<file path="src/design/xxh_pkg.sv">
// shared word type and prime constants for the xxh64 stream hash
`timescale 1ns / 1ps
`default_nettype none

package xxh_pkg;

    typedef logic [63:0] word_t;

    localparam word_t PRIME1 = 64'h9E37_79B1_85EB_CA87;
    localparam word_t PRIME2 = 64'hC2B2_AE3D_27D4_EB4F;
    localparam word_t PRIME3 = 64'h1656_67B1_9E37_79F9;
    localparam word_t PRIME4 = 64'h85EB_CA77_C2B2_AE63;
    localparam word_t PRIME5 = 64'h27D4_EB2F_1656_67C5;

    function automatic word_t rotl64(input word_t x, input int unsigned r);
        word_t res;
        res = (x << r) | (x >> (64 - r));
        return res;
    endfunction

endpackage

`default_nettype wire

</file>
<file path="src/design/xxh_mul.sv">
// 64x64 low-half multiplier built from one shared 32x32 multiplier used in turn for each partial product
`timescale 1ns / 1ps
`default_nettype none

module xxh_mul (
    input  wire logic          aclk,
    input  wire logic          aresetn,
    input  wire logic          start,
    input  wire xxh_pkg::word_t a,
    input  wire xxh_pkg::word_t b,
    output logic               done,
    output xxh_pkg::word_t     product
);
    import xxh_pkg::*;

    logic        busy_reg, busy_next;
    logic [1:0]  phase_reg, phase_next;
    logic        done_reg, done_next;
    word_t       a_reg, b_reg;
    word_t       prod_reg;
    word_t       acc_reg, acc_next;
    logic [31:0] op_x, op_y;
    logic [63:0] mul_full;

    // phase 0: al*bl, phase 1: ah*bl, phase 2: al*bh
    assign op_x     = (phase_reg == 2'd1) ? a_reg[63:32] : a_reg[31:0];
    assign op_y     = (phase_reg == 2'd2) ? b_reg[63:32] : b_reg[31:0];
    assign mul_full = op_x * op_y;

    always_comb begin
        busy_next  = busy_reg;
        phase_next = phase_reg;
        done_next  = 1'b0;
        acc_next   = acc_reg;
        if (busy_reg) begin
            phase_next = phase_reg + 2'd1;
            case (phase_reg)
                2'd0: acc_next = acc_reg;
                2'd1: acc_next = prod_reg;
                2'd2: acc_next = acc_reg + {prod_reg[31:0], 32'b0};
                default: begin
                    acc_next  = acc_reg + {prod_reg[31:0], 32'b0};
                    busy_next = 1'b0;
                    done_next = 1'b1;
                end
            endcase
        end else if (start) begin
            busy_next  = 1'b1;
            phase_next = 2'd0;
        end
    end

    always_ff @(posedge aclk) begin
        if (!aresetn) begin
            busy_reg  <= 1'b0;
            phase_reg <= 2'd0;
            done_reg  <= 1'b0;
        end else begin
            busy_reg  <= busy_next;
            phase_reg <= phase_next;
            done_reg  <= done_next;
        end
    end

    always_ff @(posedge aclk) begin
        if (!busy_reg && start) begin
            a_reg <= a;
            b_reg <= b;
        end
        prod_reg <= mul_full;
        acc_reg  <= acc_next;
    end

    assign done    = done_reg;
    assign product = acc_reg;

endmodule

`default_nettype wire
</file>
<file path="config.mk">
export PLATFORM = sky130hd
export DESIGN_NAME = xxh_mul
export DESIGN_NICKNAME = d
export VERILOG_FILES = /design/src/design/xxh_pkg.sv /design/src/design/xxh_mul.sv
export SDC_FILE = /design/constraint.sdc
export NUM_CORES = 2
export LEC_CHECK = 0
export BUFFER_PORTS_ARGS = -buffer_cell sky130_fd_sc_hd__buf_2
export CAP_MARGIN = 20
export CORE_MARGIN = 10
export CORE_UTILIZATION = 55
export CTS_CLUSTER_SIZE = 24
export DETAILED_ROUTE_END_ITERATION = 10
export PLACE_DENSITY = 0.77
export SLEW_MARGIN = 40
export SYNTH_ARGS = -nofsm -noshare
export SYNTH_HDL_FRONTEND = slang
export SYNTH_SLANG_ARGS = --single-unit
</file>
<file path="constraint.sdc">
create_clock -name aclk -period 24.4 [get_ports aclk]
set_input_delay 3.66 -clock aclk [delete_from_list [all_inputs] [get_ports aclk]]
set_output_delay 3.66 -clock aclk [all_outputs]
set_load 0.01 [all_outputs]
</file>
## After elaboration in Yosys (flattened, before gate mapping)

Index checks and enable logic that the tools add are counted.

| word-level totals | value |
|---|---|
| bits in registers | 260 |
| input bits | 131 |
| output and inout bits | 65 |
| word-level logic and storage cells | 29 |

| operators by class | value |
|---|---|
| $add $sub $neg | 2 |
| multiply operators | 1 |
| eq/ne operators | 2 |
| muxes and demuxes | 9 |
| bitwise gates (word level) | 1 |
| reductions and logical operators | 7 |

Operator list:

| operator | number |
|---|---|
| $pmux 64 s2 | 1 |
| $add 64x64->64 | 1 |
| $mul 32x32->64 | 1 |
| $mux 32 | 2 |
| $mux 1 | 4 |
| $mux 2 | 2 |
| $reduce_and 2->1 | 2 |
| $reduce_or 3->1 | 1 |
| $add 2x1->2 const B | 1 |
| $eq 2x1->1 const B | 1 |
| $eq 2x2->1 const B | 1 |
| $logic_not 2->1 | 1 |
| $reduce_bool 2->1 | 1 |
| $logic_and 1x1->1 | 1 |
| $logic_not 1->1 | 1 |
| $not 1->1 | 1 |

## Logic depth before layout (Yosys ltp)

| logic depth | value |
|---|---|
| word-level depth | 4 |
| mapped depth | 34 |
| depth with buffers taken out | 29 |

## Least setup slack after synthesis

OpenSTA, ideal clock, no wires.

| timing path | value |
|---|---|
| path type | input -> register |
| start | input start |
| end | register a_reg[0], enable pin |
| setup time | 0.631 ns |
| data arrival time | 9.208 ns |
| required time | 23.769 ns |
| setup slack | 14.561 ns |
| stages on the path | 1 |
| path buffers | 0 |
| path through | nor2b_1 |

| between the ends | value |
|---|---|
| longest elaborated chain between the ends | 1 |

RTL lines:

| item | RTL line | source |
|---|---|---|
| start, declared | xxh_mul.sv:8 | `input wire logic start,` |
| $logic_and 1x1->1 | xxh_mul.sv:66 | `if (!busy_reg && start) begin` |
| end signal, assigned | xxh_mul.sv:67 | `a_reg <= a;` |
| end, declared | xxh_mul.sv:19 | `word_t a_reg, b_reg;` |

No other way between the ends.
A chain may end at the register's enable or synchronous reset.

## Worst setup path in the final report

| timing path | value |
|---|---|
| start | register phase_reg[1] |
| end | register prod_reg[59] |

| between the ends | value |
|---|---|
| longest elaborated chain between the ends | 3 |
| elaborated cells between the ends (all ways) | 5 |
| those cells by class | 1 x mul; 2 x eq/ne; 2 x mux |

RTL lines:

| item | RTL line | source |
|---|---|---|
| start, declared | xxh_mul.sv:17 | `logic [1:0] phase_reg, phase_next;` |
| start signal, assigned | xxh_mul.sv:60 | `phase_reg <= phase_next;` |
| $eq 2x1->1 / $eq 2x2->1 (equally long branches) | xxh_mul.sv:26, xxh_mul.sv:27 |  |
| $mux 32, on equally long branches | xxh_mul.sv:26, xxh_mul.sv:27 |  |
| $mul 32x32->64 * | xxh_mul.sv:28 | `assign mul_full = op_x * op_y;` |
| named net mul_full[59] | xxh_mul.sv:23 | `logic [63:0] mul_full;` |
| end signal, assigned | xxh_mul.sv:70 | `prod_reg <= mul_full;` |
| end, declared | xxh_mul.sv:20 | `word_t prod_reg;` |

The timed path passes the listed nets; every way through them passes the cells marked *.

==> impl_metrics.yaml <==
clocking:
  cts.reportedPaths.clkPinSlew_ns: 0.06
  cts_hold_buf: 0
  cts_tree: "yes"
  clkSinkCount: 260
  clock_path_buffers: 3
  postCtsSetupBuffers: 0
  post_cts_resized: 0
  cts_inserted_buffers: 30
  cts-htree-levels: 1
  cts_root_buf: "clkbuf_16"
  clock_latency_ns: 0.63
synth:
  yosys_most_used_dff: "edfxtp_1"
  syn_avg_cell_area_um2: 9.60
  yosysWarnings: 0
  synth-seq-cells: 260
  synth_edf_count: 192
  syn_nets: 5775
  synth.distinct_cells: 77
  synth_area_leaders: "fa_1 (42%), edfxtp_1 (14%), ha_1 (8.7%), inv_1 (7.9%), nor2_1 (5.5%)"
  synth_cells: 4449
  yosysTopAreaCell: "fa_1"
  ys_seq_area_share_pct: 16.7
  syn-cell-area_mm2: 0.0427
  synthArstFlopShare_pct: 0
  yosysTopAreaCellShare_pct: 42.0
sta:
  fin_crit_ns: 9.82
  worst_hold_slack_ns: 0.516
  setup_violations: 0
  finalSetupTns_ns: 0
  post-route-period-util_pct: 40.2
  slew_viol_final: 0
  rsz0062_at_grt: "false"
  final_hold_viol_count: 0
  max_freq_mhz: 102
  skew_ns: 0.0245
  worst_pin_slew_ns: 0.913
  relSlewSlack_pct: 37.9
detailed_routing:
  postRouteAntennaNets: 0
  vias_per_cell: 5.91
  drt_first_pass_iters: 6
  drc_errors: 0
  routed_wl_um: 138000
  drt_iter0_drc: 3113
  num_vias: 33200
  wl_per_cell_um: 24.5
final_layout:
  areaGrowthSynthToFinish_pct: 7.98
  final_cells: 5622
  fillCellCount: 6415
  drive_gt1_share_pct: 9.80
  final_cell_area_mm2: 0.0461
  multi_input_area_mm2: 0.0317
  diodes: 0
  regArea_mm2: 0.00713
  nNetsFinal: 5886
critical_path:
  startpoint_type: "flop"
  critPathRequiredTime_ns: 24.90
  slowest_delay_ns: 0.84
  worstPathArrival_ns: 10.31
  worst-setup-path-type: "reg2reg"
  critical_path_buf_inv_count: 3
  worstPathCellList: "inv_1 > ha_4 > buf_4 > mux2_2 > nand2_1 > fa_1 > fa_1 > fa_1 > fa_1 > fa_1 > fa_1 > fa_1 > fa_1 > inv_1 > ha_1 > a21oi_1 > o21ai_1 > a21oi_1 > o21ai_0 > a211oi_1 > a21oi_1 > a2111o_1 > o311ai_1"
  worstPathMaxFanout: 38
  crit_family: "adder cells"
  critPathSlowestCell: "fa_1"
  crit_path_frequent_cell: "fa_1"
  cp-end-kind: "flop"
die:
  core_area_mm2: 0.0772
  start_util_pct: 55.3
  die_w_um: 299
  ioPinCount: 196
  dieArea_mm2: 0.0892
  rows: 102
  die_h_um: 299
outcome:
  run_status: "complete, no violations"
global_routing:
  grt.total_usage_pct: 30.9
  grt_antenna_before_repair: 2
  grt_max_degree: 85
  grt_overflow_total: 0
  grt_pass1_vias: 35400
  grt_pass1_wl_um: 208000
placed_design:
  place.gp.congestion: 1.00
  dpl.cell_count: 5567
  io_buffers: 195
  placed_area_mm2: 0.0451
  post-dp-hpwl_um: 106000
min_path:
  worst_hold_path_type: "reg2reg"
run:
  cap_violations: 0
-- Yosys cell counts, types with 9 or more instances --
library cell,number
xor2_1,33
nand3_1,18
a21oi_1,114
o21bai_1,15
dfxtp_1,68
nor2b_1,13
o31ai_1,10
nor3_1,18
xnor2_1,49
nor2_1,625
inv_1,901
a21o_1,33
fa_1,897
o21ai_0,72
edfxtp_1,192
mux2_2,68
buf_1,10
ha_1,298
mux2i_1,65
a211oi_1,13
nand2_1,569
o21ai_1,9
o21a_1,11
clkbuf_1,168
nand2b_1,9
nand4_1,15
and2_1,43
-- final timing paths --
path                                    from      endpoint  slack [ns]  cells past startpoint
worst max-delay path            phase_reg[1]  prod_reg[59]       14.58                     23
worst min-delay path            prod_reg[57]   product[57]        0.52                      2
worst max register to register  phase_reg[1]  prod_reg[59]       14.58                     23
worst min register to register  prod_reg[57]   product[57]        0.52                      2
-- stage by stage --
stage                     utilization, %  worst slack (ns)
final                               59.7             14.58
after global routing                59.7             14.32
after CTS                           59.7             14.87
after detailed placement            58.4             14.92
after global placement              58.2             14.96
after floorplan                        -             14.56
-- placed cells by master, fill, tap and decap left out, drive strengths merged, types with 12 or more instances in the layout --
cell type,n
a21oi,115
clkbuf,34
clkinv,12
nand2,569
a21o,34
o21bai,15
mux2i,65
nor2,625
dfxtp,68
ha,298
edfxtp,192
xnor2,49
a211oi,14
nor2b,13
nand4,15
nand3,19
mux2,68
nor3,21
inv,902
xor2,33
and2,44
buf,264
fa,897
a21boi,13
o21ai,82
-- layer usage --
| metal | up-vias | global-route usage [%] | wire (µm) |
|---|---|---|---|
| li1 | 13700 | - | - |
| met1 | 16600 | 35.9 | 45600 |
| met2 | 2120 | 48.2 | 61700 |
| met3 | 767 | 10.1 | 17500 |
| met4 | 4 | 21.3 | 12700 |
| met5 | - | 0 | 35 |
-- worst min-delay path, delay by kind of cell (launching register included) --
family | cells | cell delay, ns
simple gates | 1 | 0.05
compound gates | 1 | 0.06
flops | 1 | 0.31
-- final cells by class --
type	count	area share, %
inverters	901	7.33
flip-flops and latches	260	15.5
well taps	1040	2.82
clock buffers	34	1.66
clock inverters	20	0.562
repair buffers	264	3.35
multi-input cells	3103	68.8
-- kinds of logic after synthesis --
group           synth area share (%)
compound gates                  5.09
xor+xnor                        1.68
fa+ha+maj                       50.8
buf+inv                         9.61
flops                           16.7
mux                             3.32
simple gates                    12.8
Power is left out: the tool's default activity adds up to more than one toggle a clock period on the data nets, which glitch-free logic cannot reach.
